==> config.mk <==
export PLATFORM = sky130hd
export DESIGN_NAME = fm_quadrature_gray_demodulator_unit_flat
export DESIGN_NICKNAME = d
export VERILOG_FILES = /design/src/design/fqgd_pkg.sv /design/src/design/fqgd_if.sv /design/src/design/fqgd_mul.sv /design/src/design/fm_quadrature_gray_demodulator_unit.sv /design/src/flat_wrapper.sv
export SDC_FILE = /design/constraint.sdc
export NUM_CORES = 2
export LEC_CHECK = 0
export BUFFER_PORTS_ARGS = -buffer_cell sky130_fd_sc_hd__buf_4
export CAP_MARGIN = 20
export CORE_MARGIN = 4
export CORE_UTILIZATION = 45
export DETAILED_ROUTE_END_ITERATION = 6
export GPL_TIMING_DRIVEN = 0
export PLACE_DENSITY = 0.64
export SLEW_MARGIN = 20
export SYNTH_ARGS = -nofsm -noshare
export SYNTH_HDL_FRONTEND = slang
export SYNTH_SLANG_ARGS = --single-unit
==> constraint.sdc <==
create_clock -name i_clk -period 14.9 [get_ports i_clk]
set_input_delay 2.98 -clock i_clk [delete_from_list [all_inputs] [get_ports i_clk]]
set_output_delay 2.98 -clock i_clk [all_outputs]
set_load 0.01 [all_outputs]
==> src/design/fqgd_pkg.sv <==
// Shared types, constants and helper functions of the FM gray demodulator.
`timescale 1ns / 1ps
package fqgd_pkg;

    // Boxcar length, kept a power of two so the average is a shift
    localparam int FILTER_SHIFT = 4;
    localparam int FILTER_TAPS  = 1 << FILTER_SHIFT;

    localparam int TRIG_TABLE_BITS_DEF = 10;
    localparam int CORDIC_STAGES_DEF   = 16;
    localparam int ATAN_ENTRIES        = 24;

    localparam int CORDIC_W = 34;

    localparam logic signed [CORDIC_W-1:0] CORDIC_GAIN_Q30 = 34'sd652032874;

    // Register reset values
    localparam logic [31:0] PHASE_STEP_RST = 32'd740175771;
    localparam logic [15:0] GRAY_GAIN_RST  = 16'd7028;
    localparam logic [31:0] CLIP_LEVEL_RST = 32'd655;

    // Register indexes
    localparam int CFG_IDX_W = 2;
    localparam logic [CFG_IDX_W-1:0] CFG_PHASE_STEP = 2'd0;
    localparam logic [CFG_IDX_W-1:0] CFG_GRAY_GAIN  = 2'd1;
    localparam logic [CFG_IDX_W-1:0] CFG_CLIP_LEVEL = 2'd2;

    // Gray mapping offset, 127.5 in Q16
    localparam logic signed [63:0] GRAY_OFFSET = 64'sd8355840;

    typedef enum logic [3:0] {
        S_IDLE,
        S_ROT,
        S_MIX_I,
        S_MIX_Q,
        S_FILT,
        S_SQ_I,
        S_SQ_Q,
        S_DOT_A,
        S_DOT_B,
        S_CRS_A,
        S_CRS_B,
        S_NORM,
        S_VEC,
        S_GAIN,
        S_DONE
    } t_state;

    // Arctangent of 2^-k in 2^-32 turn
    function automatic logic [29:0] atan_turn(input logic [4:0] k);
        logic [29:0] v;
        case (k)
            5'd0:    v = 30'd536870912;
            5'd1:    v = 30'd316933406;
            5'd2:    v = 30'd167458907;
            5'd3:    v = 30'd85004756;
            5'd4:    v = 30'd42667331;
            5'd5:    v = 30'd21354465;
            5'd6:    v = 30'd10679838;
            5'd7:    v = 30'd5340245;
            5'd8:    v = 30'd2670163;
            5'd9:    v = 30'd1335087;
            5'd10:   v = 30'd667544;
            5'd11:   v = 30'd333772;
            5'd12:   v = 30'd166886;
            5'd13:   v = 30'd83443;
            5'd14:   v = 30'd41722;
            5'd15:   v = 30'd20861;
            5'd16:   v = 30'd10430;
            5'd17:   v = 30'd5215;
            5'd18:   v = 30'd2608;
            5'd19:   v = 30'd1304;
            5'd20:   v = 30'd652;
            5'd21:   v = 30'd326;
            5'd22:   v = 30'd163;
            5'd23:   v = 30'd81;
            default: v = 30'd0;
        endcase
        return v;
    endfunction

    // Q30 to Q1.15 with round half up and saturation
    function automatic logic signed [15:0] to_q15(input logic signed [CORDIC_W-1:0] v);
        logic signed [CORDIC_W-1:0] t;
        logic signed [15:0] r;
        t = (v + 34'sd16384) >>> 15;
        if (t > 34'sd32767) begin
            r = 16'sh7FFF;
        end else if (t < -34'sd32768) begin
            r = 16'sh8000;
        end else begin
            r = t[15:0];
        end
        return r;
    endfunction

endpackage

==> src/design/fqgd_if.sv <==
// Handshake channels of the demodulator: sample input, gray output, register writes.
`timescale 1ns / 1ps
interface fqgd_in_if;
    logic               valid;
    logic               ready;
    logic signed [15:0] sample;
    logic               block_last;
    modport source (output valid, output sample, output block_last, input ready);
    modport sink   (input valid, input sample, input block_last, output ready);
endinterface

interface fqgd_out_if;
    logic       valid;
    logic       ready;
    logic [7:0] gray;
    logic       weak_res;
    logic       out_last;
    modport source (output valid, output gray, output weak_res, output out_last, input ready);
    modport sink   (input valid, input gray, input weak_res, input out_last, output ready);
endinterface

interface fqgd_cfg_if;
    logic        valid;
    logic        ready;
    logic [1:0]  index;
    logic [31:0] data;
    modport source (output valid, output index, output data, input ready);
    modport sink   (input valid, input index, input data, output ready);
endinterface

==> src/design/fqgd_mul.sv <==
// Digit-serial signed 32x32 multiplier, four multiplier bits per cycle.
`timescale 1ns / 1ps
module fqgd_mul
    import fqgd_pkg::*;
(
    input  logic               i_clk,
    input  logic               i_rst_n,
    input  logic               i_start,
    input  logic signed [31:0] i_a,
    input  logic signed [31:0] i_b,
    output logic               o_done,
    output logic signed [63:0] o_prod
);

    logic        r_busy, n_busy;
    logic [2:0]  r_cnt;
    logic        r_done;
    logic [31:0] r_mag_a;
    logic [31:0] r_mb;
    logic [63:0] r_acc;
    logic        r_neg;
    logic [35:0] w_part;
    logic [35:0] w_sum;

    // one digit of the multiplier per cycle into the top of the accumulator
    assign w_part = r_mag_a * r_mb[3:0];
    assign w_sum  = {4'b0, r_acc[63:32]} + w_part;
    assign n_busy = r_busy && (r_cnt != 3'd7);

    // control
    always_ff @(posedge i_clk) begin
        if (!i_rst_n) begin
            r_busy <= 1'b0;
            r_cnt  <= 3'd0;
            r_done <= 1'b0;
        end else if (i_start) begin
            r_busy <= 1'b1;
            r_cnt  <= 3'd0;
            r_done <= 1'b0;
        end else begin
            r_busy <= n_busy;
            r_cnt  <= r_cnt + 3'd1;
            r_done <= r_busy && (r_cnt == 3'd7);
        end
    end

    // datapath
    always_ff @(posedge i_clk) begin
        if (i_start) begin
            r_mag_a <= i_a[31] ? (32'd0 - i_a) : i_a;
            r_mb    <= i_b[31] ? (32'd0 - i_b) : i_b;
            r_neg   <= i_a[31] ^ i_b[31];
            r_acc   <= 64'd0;
        end else if (r_busy) begin
            r_acc <= {w_sum, r_acc[31:4]};
            r_mb  <= r_mb >> 4;
        end
    end

    assign o_done = r_done;
    assign o_prod = r_neg ? -$signed(r_acc) : $signed(r_acc);

endmodule

==> src/design/fm_quadrature_gray_demodulator_unit.sv <==
// FM quadrature demodulator producing one gray level per audio sample.
// Each sample runs a rotation CORDIC over the ATAN_ENTRIES table angles for the
// carrier, nine products of a digit-serial multiplier, a prescaling of the product
// vector, a phase CORDIC over CORDIC_STAGES angles and the control states; weak
// samples skip the phase part.
// The shared multiplier and the single CORDIC datapath set the sample time. One
// sample is in work at a time; the next is accepted once the result is stored
// in the output register, and register writes are taken at any time.
`timescale 1ns / 1ps
module fm_quadrature_gray_demodulator_unit
    import fqgd_pkg::*;
#(
    parameter int TRIG_TABLE_BITS = TRIG_TABLE_BITS_DEF,
    parameter int CORDIC_STAGES   = CORDIC_STAGES_DEF
) (
    input  logic        i_clk,
    input  logic        i_rst_n,
    fqgd_in_if.sink     i_in,
    fqgd_out_if.source  o_out,
    fqgd_cfg_if.sink    i_cfg
);

    localparam int SUM_W = 32 + FILTER_SHIFT;

    // configuration
    logic [31:0] r_phase_step;
    logic [15:0] r_gray_gain;
    logic [31:0] r_clip;

    // state of the filter and oscillator
    t_state r_state, n_state;
    logic [31:0]              r_nco;
    logic signed [31:0]       r_ihist [FILTER_TAPS];
    logic signed [31:0]       r_qhist [FILTER_TAPS];
    logic [FILTER_SHIFT-1:0]  r_ptr;
    logic signed [SUM_W-1:0]  r_isum, r_qsum;
    logic signed [31:0]       r_prev_i, r_prev_q;
    logic [49:0]              r_prv_sq;

    // per-sample work registers
    logic signed [15:0]       r_sample;
    logic                     r_last;
    logic [1:0]               r_quad;
    logic signed [15:0]       r_c, r_s;
    logic signed [31:0]       r_mi, r_mq;
    logic signed [63:0]       r_acc, r_re, r_im;
    logic [49:0]              r_cur_sq;
    logic                     r_weak;
    logic signed [17:0]       r_step;
    logic signed [CORDIC_W-1:0] r_x, r_y, r_z;
    logic [4:0]               r_k;
    logic                     r_issued;

    // output register
    logic       r_out_valid;
    logic [7:0] r_gray;
    logic       r_out_weak;
    logic       r_out_last;

    // multiplier
    logic               w_mul_start;
    logic signed [31:0] w_mul_a, w_mul_b;
    logic               w_mul_done;
    logic signed [63:0] w_prod;
    logic               w_mul_state;

    fqgd_mul u_mul (
        .i_clk   (i_clk),
        .i_rst_n (i_rst_n),
        .i_start (w_mul_start),
        .i_a     (w_mul_a),
        .i_b     (w_mul_b),
        .o_done  (w_mul_done),
        .o_prod  (w_prod)
    );

    // filtered values, division truncated toward zero
    logic signed [SUM_W-1:0] w_isum_adj, w_qsum_adj;
    logic signed [31:0]      w_fi, w_fq;
    assign w_isum_adj = r_isum + (r_isum[SUM_W-1] ? SUM_W'(FILTER_TAPS - 1) : '0);
    assign w_qsum_adj = r_qsum + (r_qsum[SUM_W-1] ? SUM_W'(FILTER_TAPS - 1) : '0);
    assign w_fi = 32'(w_isum_adj >>> FILTER_SHIFT);
    assign w_fq = 32'(w_qsum_adj >>> FILTER_SHIFT);

    // squared magnitude and weak decision
    logic [63:0] w_sq_sum;
    logic [49:0] w_cur_sq;
    logic        w_weak;
    assign w_sq_sum = r_acc + w_prod;
    assign w_cur_sq = w_sq_sum[63:14];
    assign w_weak   = (w_cur_sq <= {18'd0, r_clip}) && (r_prv_sq <= {18'd0, r_clip});

    // shared CORDIC step
    logic                       w_rot;
    logic                       w_dir;
    logic signed [CORDIC_W-1:0] w_xs, w_ys, w_at, n_x, n_y, n_z;
    logic                       w_rot_last, w_vec_last;
    assign w_rot = (r_state == S_ROT);
    assign w_dir = w_rot ? !r_z[CORDIC_W-1] : r_y[CORDIC_W-1];
    assign w_xs  = r_x >>> r_k;
    assign w_ys  = r_y >>> r_k;
    assign w_at  = {4'b0, atan_turn(r_k)};
    assign n_x   = w_dir ? (r_x - w_ys) : (r_x + w_ys);
    assign n_y   = w_dir ? (r_y + w_xs) : (r_y - w_xs);
    assign n_z   = w_dir ? (r_z - w_at) : (r_z + w_at);
    assign w_rot_last = (r_k == 5'(ATAN_ENTRIES - 1));
    assign w_vec_last = (r_k == 5'(CORDIC_STAGES - 1));

    // carrier from the rotated vector by quadrant
    logic signed [15:0] w_c, w_s;
    always_comb begin
        case (r_quad)
            2'd0: begin
                w_c = to_q15(n_x);
                w_s = to_q15(n_y);
            end
            2'd1: begin
                w_c = to_q15(-n_y);
                w_s = to_q15(n_x);
            end
            2'd2: begin
                w_c = to_q15(-n_x);
                w_s = to_q15(-n_y);
            end
            default: begin
                w_c = to_q15(n_y);
                w_s = to_q15(-n_x);
            end
        endcase
    end

    // phase angle truncated to the table resolution
    logic [31:0] w_ang;
    assign w_ang = r_nco & ~((32'd1 << (32 - TRIG_TABLE_BITS)) - 32'd1);

    // prescale test of the product vector
    logic w_zero, w_fits;
    logic signed [CORDIC_W-1:0] w_re_c, w_im_c;
    assign w_zero = (r_re == 64'sd0) && (r_im == 64'sd0);
    assign w_fits = ((r_re[63:30] == '0) || (r_re[63:30] == '1)) &&
                    ((r_im[63:30] == '0) || (r_im[63:30] == '1));
    assign w_re_c = r_re[CORDIC_W-1:0];
    assign w_im_c = r_im[CORDIC_W-1:0];

    // gray mapping
    logic signed [63:0] w_n, w_nr;
    logic [7:0]         w_gray;
    assign w_n  = GRAY_OFFSET - r_acc;
    assign w_nr = (w_n + 64'sd32768) >>> 16;
    always_comb begin
        if (r_weak) begin
            w_gray = 8'hFF;
        end else if (w_n < 64'sd0) begin
            w_gray = 8'h00;
        end else if (w_nr > 64'sd255) begin
            w_gray = 8'hFF;
        end else begin
            w_gray = w_nr[7:0];
        end
    end

    logic w_in_fire, w_out_free;
    assign w_in_fire  = i_in.valid && i_in.ready;
    assign w_out_free = !r_out_valid || o_out.ready;

    // next state
    always_comb begin
        n_state = r_state;
        case (r_state)
            S_IDLE:  if (w_in_fire) n_state = S_ROT;
            S_ROT:   if (w_rot_last) n_state = S_MIX_I;
            S_MIX_I: if (w_mul_done) n_state = S_MIX_Q;
            S_MIX_Q: if (w_mul_done) n_state = S_FILT;
            S_FILT:  n_state = S_SQ_I;
            S_SQ_I:  if (w_mul_done) n_state = S_SQ_Q;
            S_SQ_Q:  if (w_mul_done) n_state = w_weak ? S_DONE : S_DOT_A;
            S_DOT_A: if (w_mul_done) n_state = S_DOT_B;
            S_DOT_B: if (w_mul_done) n_state = S_CRS_A;
            S_CRS_A: if (w_mul_done) n_state = S_CRS_B;
            S_CRS_B: if (w_mul_done) n_state = S_NORM;
            S_NORM: begin
                if (w_zero) n_state = S_GAIN;
                else if (w_fits) n_state = S_VEC;
            end
            S_VEC:   if (w_vec_last) n_state = S_GAIN;
            S_GAIN:  if (w_mul_done) n_state = S_DONE;
            S_DONE:  if (w_out_free) n_state = S_IDLE;
            default: n_state = S_IDLE;
        endcase
    end

    // outputs of the sequencer: multiplier operands and start
    always_comb begin
        w_mul_state = 1'b1;
        w_mul_a     = w_fi;
        w_mul_b     = w_fi;
        case (r_state)
            S_MIX_I: begin
                w_mul_a = 32'(r_sample);
                w_mul_b = 32'(r_c);
            end
            S_MIX_Q: begin
                w_mul_a = 32'(r_sample);
                w_mul_b = 32'(r_s);
            end
            S_SQ_I: begin
                w_mul_a = w_fi;
                w_mul_b = w_fi;
            end
            S_SQ_Q: begin
                w_mul_a = w_fq;
                w_mul_b = w_fq;
            end
            S_DOT_A: begin
                w_mul_a = r_prev_i;
                w_mul_b = w_fi;
            end
            S_DOT_B: begin
                w_mul_a = r_prev_q;
                w_mul_b = w_fq;
            end
            S_CRS_A: begin
                w_mul_a = r_prev_i;
                w_mul_b = w_fq;
            end
            S_CRS_B: begin
                w_mul_a = r_prev_q;
                w_mul_b = w_fi;
            end
            S_GAIN: begin
                w_mul_a = {16'd0, r_gray_gain};
                w_mul_b = 32'(r_step);
            end
            default: w_mul_state = 1'b0;
        endcase
    end
    assign w_mul_start = w_mul_state && !r_issued;
    assign i_in.ready  = (r_state == S_IDLE);

    // control registers
    always_ff @(posedge i_clk) begin
        if (!i_rst_n) begin
            r_state     <= S_IDLE;
            r_issued    <= 1'b0;
            r_out_valid <= 1'b0;
        end else begin
            r_state <= n_state;
            if (w_mul_start) begin
                r_issued <= 1'b1;
            end else if (w_mul_done) begin
                r_issued <= 1'b0;
            end
            if (r_state == S_DONE && w_out_free) begin
                r_out_valid <= 1'b1;
            end else if (o_out.ready) begin
                r_out_valid <= 1'b0;
            end
        end
    end

    // configuration writes
    assign i_cfg.ready = 1'b1;
    always_ff @(posedge i_clk) begin
        if (!i_rst_n) begin
            r_phase_step <= PHASE_STEP_RST;
            r_gray_gain  <= GRAY_GAIN_RST;
            r_clip       <= CLIP_LEVEL_RST;
        end else if (i_cfg.valid) begin
            case (i_cfg.index)
                CFG_PHASE_STEP: r_phase_step <= i_cfg.data;
                CFG_GRAY_GAIN:  r_gray_gain  <= i_cfg.data[15:0];
                CFG_CLIP_LEVEL: r_clip       <= i_cfg.data;
                default: ;
            endcase
        end
    end

    // filter and oscillator state
    always_ff @(posedge i_clk) begin
        if (!i_rst_n) begin
            r_nco    <= '0;
            r_ptr    <= '0;
            r_isum   <= '0;
            r_qsum   <= '0;
            r_prev_i <= '0;
            r_prev_q <= '0;
            r_prv_sq <= '0;
            for (int t = 0; t < FILTER_TAPS; t++) begin
                r_ihist[t] <= '0;
                r_qhist[t] <= '0;
            end
        end else begin
            if (w_in_fire) begin
                r_nco <= r_nco + r_phase_step;
            end
            if (r_state == S_FILT) begin
                r_isum <= r_isum + SUM_W'(r_mi) - SUM_W'(r_ihist[r_ptr]);
                r_qsum <= r_qsum + SUM_W'(r_mq) - SUM_W'(r_qhist[r_ptr]);
                r_ihist[r_ptr] <= r_mi;
                r_qhist[r_ptr] <= r_mq;
                r_ptr <= r_ptr + 1'b1;
            end
            if (r_state == S_DONE && w_out_free) begin
                r_prev_i <= w_fi;
                r_prev_q <= w_fq;
                r_prv_sq <= r_cur_sq;
            end
        end
    end

    // per-sample datapath
    always_ff @(posedge i_clk) begin
        case (r_state)
            S_IDLE: begin
                if (w_in_fire) begin
                    r_sample <= i_in.sample;
                    r_last   <= i_in.block_last;
                    r_quad   <= w_ang[31:30];
                    r_x      <= CORDIC_GAIN_Q30;
                    r_y      <= '0;
                    r_z      <= {4'b0, w_ang[29:0]};
                    r_k      <= '0;
                end
            end
            S_ROT: begin
                r_x <= n_x;
                r_y <= n_y;
                r_z <= n_z;
                r_k <= r_k + 5'd1;
                if (w_rot_last) begin
                    r_c <= w_c;
                    r_s <= w_s;
                end
            end
            S_MIX_I: if (w_mul_done) r_mi <= w_prod[31:0];
            S_MIX_Q: if (w_mul_done) r_mq <= w_prod[31:0];
            S_SQ_I:  if (w_mul_done) r_acc <= w_prod;
            S_SQ_Q: begin
                if (w_mul_done) begin
                    r_cur_sq <= w_cur_sq;
                    r_weak   <= w_weak;
                end
            end
            S_DOT_A: if (w_mul_done) r_acc <= w_prod;
            S_DOT_B: if (w_mul_done) r_re <= r_acc + w_prod;
            S_CRS_A: if (w_mul_done) r_acc <= w_prod;
            S_CRS_B: if (w_mul_done) r_im <= r_acc - w_prod;
            S_NORM: begin
                r_k <= '0;
                if (w_zero) begin
                    r_step <= '0;
                end else if (!w_fits) begin
                    r_re <= r_re >>> 1;
                    r_im <= r_im >>> 1;
                end else if (w_re_c[CORDIC_W-1]) begin
                    // left half plane: fold by half a turn
                    r_x <= -w_re_c;
                    r_y <= -w_im_c;
                    r_z <= w_im_c[CORDIC_W-1] ? -(34'sd1 <<< 31) : (34'sd1 <<< 31);
                end else begin
                    r_x <= w_re_c;
                    r_y <= w_im_c;
                    r_z <= '0;
                end
            end
            S_VEC: begin
                r_x <= n_x;
                r_y <= n_y;
                r_z <= n_z;
                r_k <= r_k + 5'd1;
                if (w_vec_last) begin
                    r_step <= 18'((n_z + 34'sd32768) >>> 16);
                end
            end
            S_GAIN: if (w_mul_done) r_acc <= w_prod;
            S_DONE: begin
                if (w_out_free) begin
                    r_gray     <= w_gray;
                    r_out_weak <= r_weak;
                    r_out_last <= r_last;
                end
            end
            default: ;
        endcase
    end

    assign o_out.valid    = r_out_valid;
    assign o_out.gray     = r_gray;
    assign o_out.weak_res = r_out_weak;
    assign o_out.out_last = r_out_last;

endmodule

==> src/flat_wrapper.sv <==
// flat-port wrapper written by rule: the top's interface ports become plain ports
module fm_quadrature_gray_demodulator_unit_flat import fqgd_pkg::*;
#(
    parameter int TRIG_TABLE_BITS = TRIG_TABLE_BITS_DEF,
    parameter int CORDIC_STAGES   = CORDIC_STAGES_DEF
)
  (i_clk, i_rst_n, i_in_valid, i_in_sample, i_in_block_last, i_in_ready, o_out_valid, o_out_gray, o_out_weak_res, o_out_out_last, o_out_ready, i_cfg_valid, i_cfg_index, i_cfg_data, i_cfg_ready);
  fqgd_in_if i_in_i ();
  fqgd_out_if o_out_i ();
  fqgd_cfg_if i_cfg_i ();
  input  logic i_clk;
  input  logic i_rst_n;
  input wire logic [$bits(i_in_i.valid)-1:0] i_in_valid;
  input wire logic [$bits(i_in_i.sample)-1:0] i_in_sample;
  input wire logic [$bits(i_in_i.block_last)-1:0] i_in_block_last;
  output wire logic [$bits(i_in_i.ready)-1:0] i_in_ready;
  output wire logic [$bits(o_out_i.valid)-1:0] o_out_valid;
  output wire logic [$bits(o_out_i.gray)-1:0] o_out_gray;
  output wire logic [$bits(o_out_i.weak_res)-1:0] o_out_weak_res;
  output wire logic [$bits(o_out_i.out_last)-1:0] o_out_out_last;
  input wire logic [$bits(o_out_i.ready)-1:0] o_out_ready;
  input wire logic [$bits(i_cfg_i.valid)-1:0] i_cfg_valid;
  input wire logic [$bits(i_cfg_i.index)-1:0] i_cfg_index;
  input wire logic [$bits(i_cfg_i.data)-1:0] i_cfg_data;
  output wire logic [$bits(i_cfg_i.ready)-1:0] i_cfg_ready;
  assign i_in_i.valid = i_in_valid;
  assign i_in_i.sample = i_in_sample;
  assign i_in_i.block_last = i_in_block_last;
  assign i_in_ready = i_in_i.ready;
  assign o_out_valid = o_out_i.valid;
  assign o_out_gray = o_out_i.gray;
  assign o_out_weak_res = o_out_i.weak_res;
  assign o_out_out_last = o_out_i.out_last;
  assign o_out_i.ready = o_out_ready;
  assign i_cfg_i.valid = i_cfg_valid;
  assign i_cfg_i.index = i_cfg_index;
  assign i_cfg_i.data = i_cfg_data;
  assign i_cfg_ready = i_cfg_i.ready;
  fm_quadrature_gray_demodulator_unit #(.TRIG_TABLE_BITS(TRIG_TABLE_BITS), .CORDIC_STAGES(CORDIC_STAGES)) u_core (.i_clk(i_clk), .i_rst_n(i_rst_n), .i_in(i_in_i), .o_out(o_out_i), .i_cfg(i_cfg_i));
endmodule
### Yosys cells after proc, flatten, opt, wreduce, memory -nomap -nowiden

Memory sizes are Yosys's and may differ from the RTL's. A register that Yosys moved wholly into a read port is not among the register bits.
Index checks and enable logic that the tools add are counted.

| storage, ports and cells | value |
|---|---|
| bits in registers | 935 |
| bits in latches | 0 |
| memory bits (writable) | 1024 |
| memory bits (read-only) | 960 |
| input bits | 56 |
| output and inout port bits | 13 |
| logic and storage cells | 287 |
| memories | 3 |

| cells by class | value |
|---|---|
| add/sub/neg operators | 33 |
| multipliers | 1 |
| div/mod/pow operators | 0 |
| magnitude comparators | 12 |
| equal/unequal tests | 42 |
| shifts and indexed selects | 2 |
| muxes and demuxes | 92 |
| bitwise logic cells | 3 |
| reduce and logical (&&, ||, !) cells | 56 |

Memories:

| memory | depth | bits a word | read ports | clocked after Yosys merged registers in | wr ports | line | RTL |
|---|---|---|---|---|---|---|---|
| (no name shown) | 32 | 30 | 1 | 1 | 0 | fqgd_pkg.sv:52 | `case (k)` |
| u_core.r_ihist | 16 | 32 | 1 | 1 | 16 | fm_quadrature_gray_demodulator_unit.sv:33 | `logic signed [31:0] r_ihist [FILTER_TAPS];` |
| u_core.r_qhist | 16 | 32 | 1 | 1 | 16 | fm_quadrature_gray_demodulator_unit.sv:34 | `logic signed [31:0] r_qhist [FILTER_TAPS];` |

Operators by type and width:

| kind | count |
|---|---|
| two-way mux 34 bit | 16 |
| two-way mux 64 bit | 5 |
| one-hot mux 34 bit (3 select lines) | 3 |
| one-hot mux 64 bit (2 select lines) | 2 |
| two-way mux 32 bit | 5 |
| one-hot mux 32 bit (5 select lines) | 1 |
| adder 34 x 16 -> 34 bit, second input constant | 4 |
| negator 34 bit | 4 |
| logical NOT 64 bit | 2 |
| two-way mux 16 bit | 8 |
| one-hot mux 32 bit (4 select lines) | 1 |
| two-way mux 63 bit | 2 |
| less-or-equal comparator 50 x 32 -> 1 bit | 2 |
| two-way mux 4 bit | 24 |
| one-hot mux 16 bit (3 select lines) | 2 |
| > comparator 19 x 16 -> 1 bit, second input constant | 4 |
| < comparator 19 x 16 -> 1 bit, second input constant | 4 |
| adder 36 x 32 -> 36 bit | 2 |
| adder 36 bit | 2 |
| subtractor 36 x 32 -> 36 bit | 2 |
| adder 34 bit | 2 |
| equality test 34 bit, second input constant | 2 |
| logical NOT 34 bit | 2 |
| >>> shifter 34 x 5 -> 34 bit | 2 |
| other kinds (57) | 138 |

### Depth between registers and ports, before layout

| logic depth | value |
|---|---|
| depth in word-level cells | 9 |
| mapped depth | 36 |
| gate-level depth less buffers | 34 |

### By module

A second synthesis with hierarchy kept.

| second synthesis, totals | value |
|---|---|
| cell total of the unflattened synthesis | 12212 |
| area total of the unflattened synthesis | 124649.5 µm² |

Modules (own cells, without submodules):

| module | instances | cells an instance | area an instance (µm²) | seq. area each (µm²) |
|---|---|---|---|---|
| fm_quadrature_gray_demodulator_unit | 1 | 10856 | 112450.3 | 52400.3 |
| fqgd_mul | 1 | 1356 | 12199.2 | 3333.2 |

### Worst setup path after synthesis

No wires, ideal clock.

| path | value |
|---|---|
| path kind | in2reg |
| start | in i_in_valid |
| end | reg u_core.r_x[0], enable pin |
| setup time | 0.708 ns |
| data arrival time | 10.768 ns |
| required time | 14.192 ns |
| path slack | 3.423 ns |
| stages | 4 |
| buffers on the path | 0 |
| cells stage by stage | nand2_1 inv_1 nor2_1 nor3b_1 |

| on the way | value |
|---|---|
| cells in the longest elaborated chain, start to end | 3 |

Ends and longest elaborated chain:

| element | line | RTL |
|---|---|---|
| start: declaration | flat_wrapper.sv:13 | `input wire logic [$bits(i_in_i.valid)-1:0] i_in_valid;` |
| logical AND 1 bit | fm_quadrature_gray_demodulator_unit.sv:163 | `assign w_in_fire = i_in.valid && i_in.ready;` |
| != test 2 bit (no line) | - |  |
| AND reduction 4 bit (no line) | - |  |
| end signal: assignment | fm_quadrature_gray_demodulator_unit.sv:326 | `r_x <= n_x;` |
| end signal: assignment | fm_quadrature_gray_demodulator_unit.sv:357 | `r_x <= -w_re_c;` |
| end signal: assignment | fm_quadrature_gray_demodulator_unit.sv:361 | `r_x <= w_re_c;` |
| end: declaration | fm_quadrature_gray_demodulator_unit.sv:50 | `logic signed [CORDIC_W-1:0] r_x, r_y, r_z;` |

Every way passes these cells.
A chain may end at the register's enable or synchronous reset.

### Worst setup path after layout

| path | value |
|---|---|
| start | reg u_core.r_k[2] |
| end | reg u_core.r_c[9] (data pin) |

| on the way | value |
|---|---|
| cells in the longest elaborated chain, start to end | 9 |
| elaborated cells between the ends (all ways) | 31 |
| those cells by class | 10 x add/sub; 8 x order compare; 2 x shift; 11 x mux |

Ends and longest elaborated chain:

| element | line | RTL |
|---|---|---|
| start: declaration | fm_quadrature_gray_demodulator_unit.sv:51 | `logic [4:0] r_k;` |
| start signal: assignment | fm_quadrature_gray_demodulator_unit.sv:329 | `r_k <= r_k + 5'd1;` |
| start signal: assignment | fm_quadrature_gray_demodulator_unit.sv:370 | `r_k <= r_k + 5'd1;` |
| >>> shifter 34 x 5 -> 34 bit (on tied branches) | fm_quadrature_gray_demodulator_unit.sv:101, fm_quadrature_gray_demodulator_unit.sv:100 |  |
| adder 34 bit, or another cell as far along | fm_quadrature_gray_demodulator_unit.sv:103 | `assign n_x = w_dir ? (r_x - w_ys) : (r_x + w_ys);` |
| two-way mux 34 bit (on tied branches) | fm_quadrature_gray_demodulator_unit.sv:103, fm_quadrature_gray_demodulator_unit.sv:104 |  |
| negator 34 bit (on tied branches) | fm_quadrature_gray_demodulator_unit.sv:122, fm_quadrature_gray_demodulator_unit.sv:118 |  |
| adder 34 x 16 -> 34 bit | fqgd_pkg.sv:86 | `t = (v + 34'sd16384) >>> 15;` |
| < comparator 19 x 16 -> 1 bit | fqgd_pkg.sv:89 | `end else if (t < -34'sd32768) begin` |
| two-way mux 16 bit | fqgd_pkg.sv:89 |  |
| two-way mux 16 bit | - |  |
| one-hot mux 16 bit (3 select lines) (*) | fm_quadrature_gray_demodulator_unit.sv:112 | `case (r_quad)` |
| named net u_core.w_c[9] | fm_quadrature_gray_demodulator_unit.sv:110 | `logic signed [15:0] w_c, w_s;` |
| end signal: assignment | fm_quadrature_gray_demodulator_unit.sv:331 | `r_c <= w_c;` |
| end: declaration | fm_quadrature_gray_demodulator_unit.sv:44 | `logic signed [15:0] r_c, r_s;` |

The timed path passes the listed nets; every way through them passes the cells marked *.

==> results.toml <==
[outcome]
status = "finished clean"

[yosys]
synth-seq-area-share_pct = 45.1
ys.flop_type = "edfxtp_1"
syn_area_um2 = 124000
syn-num-nets = 12700
synthTopCellsByArea = "edfxtp_1 (38%), mux4_2 (7.2%), dfxtp_1 (6.7%)"
yosys_warnings = 0
syn_inst = 12000
yosys.cell_count.top_type = "edfxtp_1"
async_flop_share_pct = 0
synth_commonest_cells = "edfxtp_1 (1,582), nand2_1 (1,151), nor3_1 (959)"
yosys.area.top_type = "edfxtp_1"
yosysTopAreaCellShare_pct = 38.5
ys_types = 110
synth-seq-cells = 1993
avgSynthCellArea_um2 = 10.3
synth_edf_count = 1582

[critical_path]
critPathTopFamily = "compound AO/OA/AOI/OAI gates"
worstPathMaxFanout = 10
start_kind = "register"
crit_required_ns = 15.48
cp_slowest_cell = "buf_1"
endpoint_kind = "register"
worstPathArrival_ns = 12.64
cp_slowest_stage_delay_ns = 0.75
critPathKind = "reg2reg"
crit_buf_inv = 6

[cts]
cts_sinks = 1993
cts_made_buffers = 224
clk_path_buf_depth = 4
cts_hold_buf = 0
post-cts-setup-buffer-count = 0
cts-root-buf = "clkbuf_16"
htree_levels = 4
cts_tree = "yes"
post_cts_resized = 0
clock_latency_ns = 0.93
clk_pin_slew_ns = 0.06

[finish]
stdcell_count = 16200
final_layout_size_suffix_gt1_share_pct = 9.58
fill_cells = 24600
regArea_um2 = 55700
fin_nets = 13100
syn_to_final_growth_pct = 12.4
multiInputGateArea_um2 = 62700

[floorplan]
io_pins = 69
rows = 192
coreArea_um2 = 273000
dieHeight_um = 532
die_w_um = 532
die_area_um2 = 283000
start_util_pct = 45.2

[grt]
antenna_found_initial = 20
grt_usage_pct = 34.5
grt_max_degree = 52
grt_pass1_wl_um = 716000
overflow = 0
grt_pass1_vias = 101000

[sta]
slew_headroom_pct = 13.5
layout_min_cycle_time_ns = 12.06
slew_violations = 0
setup_viol = 0
hold_viol = 0
fin_crit_sh_pct = 81.0
rsz0062_at_grt = "false"
worstMarginPinSlew_ns = 1.30
finClkSkew_ns = 0.104
clock.fmax_mhz = 82.9

[drt]
ant_nets = 0
viasPerCell = 6.43
drt_iter0_drc = 13100
routedWlPerCell_um = 31.2
remaining_drc_errors = 0
firstDrtPassIters = 6
wirelength_um = 506000
num_vias = 104000

[min_path]
hold_class = "reg2reg"

[placement]
dp_cells = 15800
dp_hpwl_um = 396000
gp_congestion = 1.02
portBuffers = 66

[job]
max-cap-violations = 0
-- layer usage --
layer	vias up	global-route usage (%)	part of all wire [%]
met5	-	0	0.0053
met4	4	24.2	8.7
met3	1396	6.80	9.1
met2	5996	54.2	45
met1	51400	42.9	37
li1	45400	-	-
-- path summary, 6_finish.rpt --
| kind | from | end | slack [ns] | cells past startpoint |
|---|---|---|---|---|
| min reg2reg | u_core.u_mul.r_cnt[0] | u_core.u_mul.r_cnt[0] | 0.44 | 1 |
| max | u_core.r_k[2] | u_core.r_c[9] | 2.84 | 31 |
| max reg2reg | u_core.r_k[2] | u_core.r_c[9] | 2.84 | 31 |
| min | u_core.u_mul.r_cnt[0] | u_core.u_mul.r_cnt[0] | 0.44 | 1 |
-- sequential cells by signal, indices dropped and copies added (netlist names), 36 cells and up, named ones only --
signal / cells
u_core.r_ihist: 512
u_core.r_qhist: 512
u_core.r_acc: 64
u_core.r_im: 64
u_core.r_re: 64
u_core.u_mul.r_acc: 64
u_core.r_cur_sq: 50
u_core.r_prv_sq: 50
u_core.r_isum: 36
u_core.r_qsum: 36
-- cells by family (layout without fill, tap and decap cells) --
group                      count (synthesis)  in the layout  share of synthesized area (%)
and+or+nand+nor                         4178           4178                           16.5
AOI/OAI and AO/OA                       2434           2434                           12.6
DFF                                     1993           1993                           45.1
buffers and inverters                   1488           2084                           4.59
xor gates and xnor gates                 716            716                           5.09
adders and majority gates                643            643                           7.53
muxes                                    563            563                           8.60
other                                      1             14                        0.00304
-- layout by cell type, fill, tap and decap left out, types with 98 or more instances in the layout --
cell       netlist  final
nand2_1       1151   1151
clkbuf_16        0    232
mux4_2         394    394
ha_1           475    475
xnor2_1        466    443
and2_1         134    133
dfxtp_1        411    411
nor2_1         764    763
nor3_1         959    954
o21ai_0        535    521
fa_1           167    167
clkbuf_1       745    753
nand3_1        195    194
xor2_1         249    241
mux2i_1        119    119
nor4_1         352    351
clkinv_1        68     98
edfxtp_1      1582   1582
inv_1          579    579
a211oi_1       111    111
a21o_1         158    158
a21oi_1        732    731
-- area by class of cell --
class,count,share of cell area [%]
flip-flops and latches,1993,40.1
clock buffers,286,4.41
inverters,649,1.75
diodes,13,0.0234
plain buffers,839,2.37
clock inverters,118,0.786
well taps,3589,3.23
multi-input cells,8535,45.1
repair buffers,192,2.12
-- metrics by stage --
stage	setup slack, ns	utilization (%)	cell area [µm²]	hold WS [ns]	setup TNS (ns)
final	2.84	50.8	139000	0.441	0
after global routing	2.32	50.8	139000	0.462	0
after CTS	3.10	50.7	139000	0.439	0
after detailed placement	3.12	48.1	132000	0.405	0
after global placement	-2.28	47.0	129000	0.402	-230.23
after floorplan	3.42	-	124000	0.400	0
Power is not shown: default switching activity piles up to over one toggle a cycle in this logic, so the estimate is an artifact.
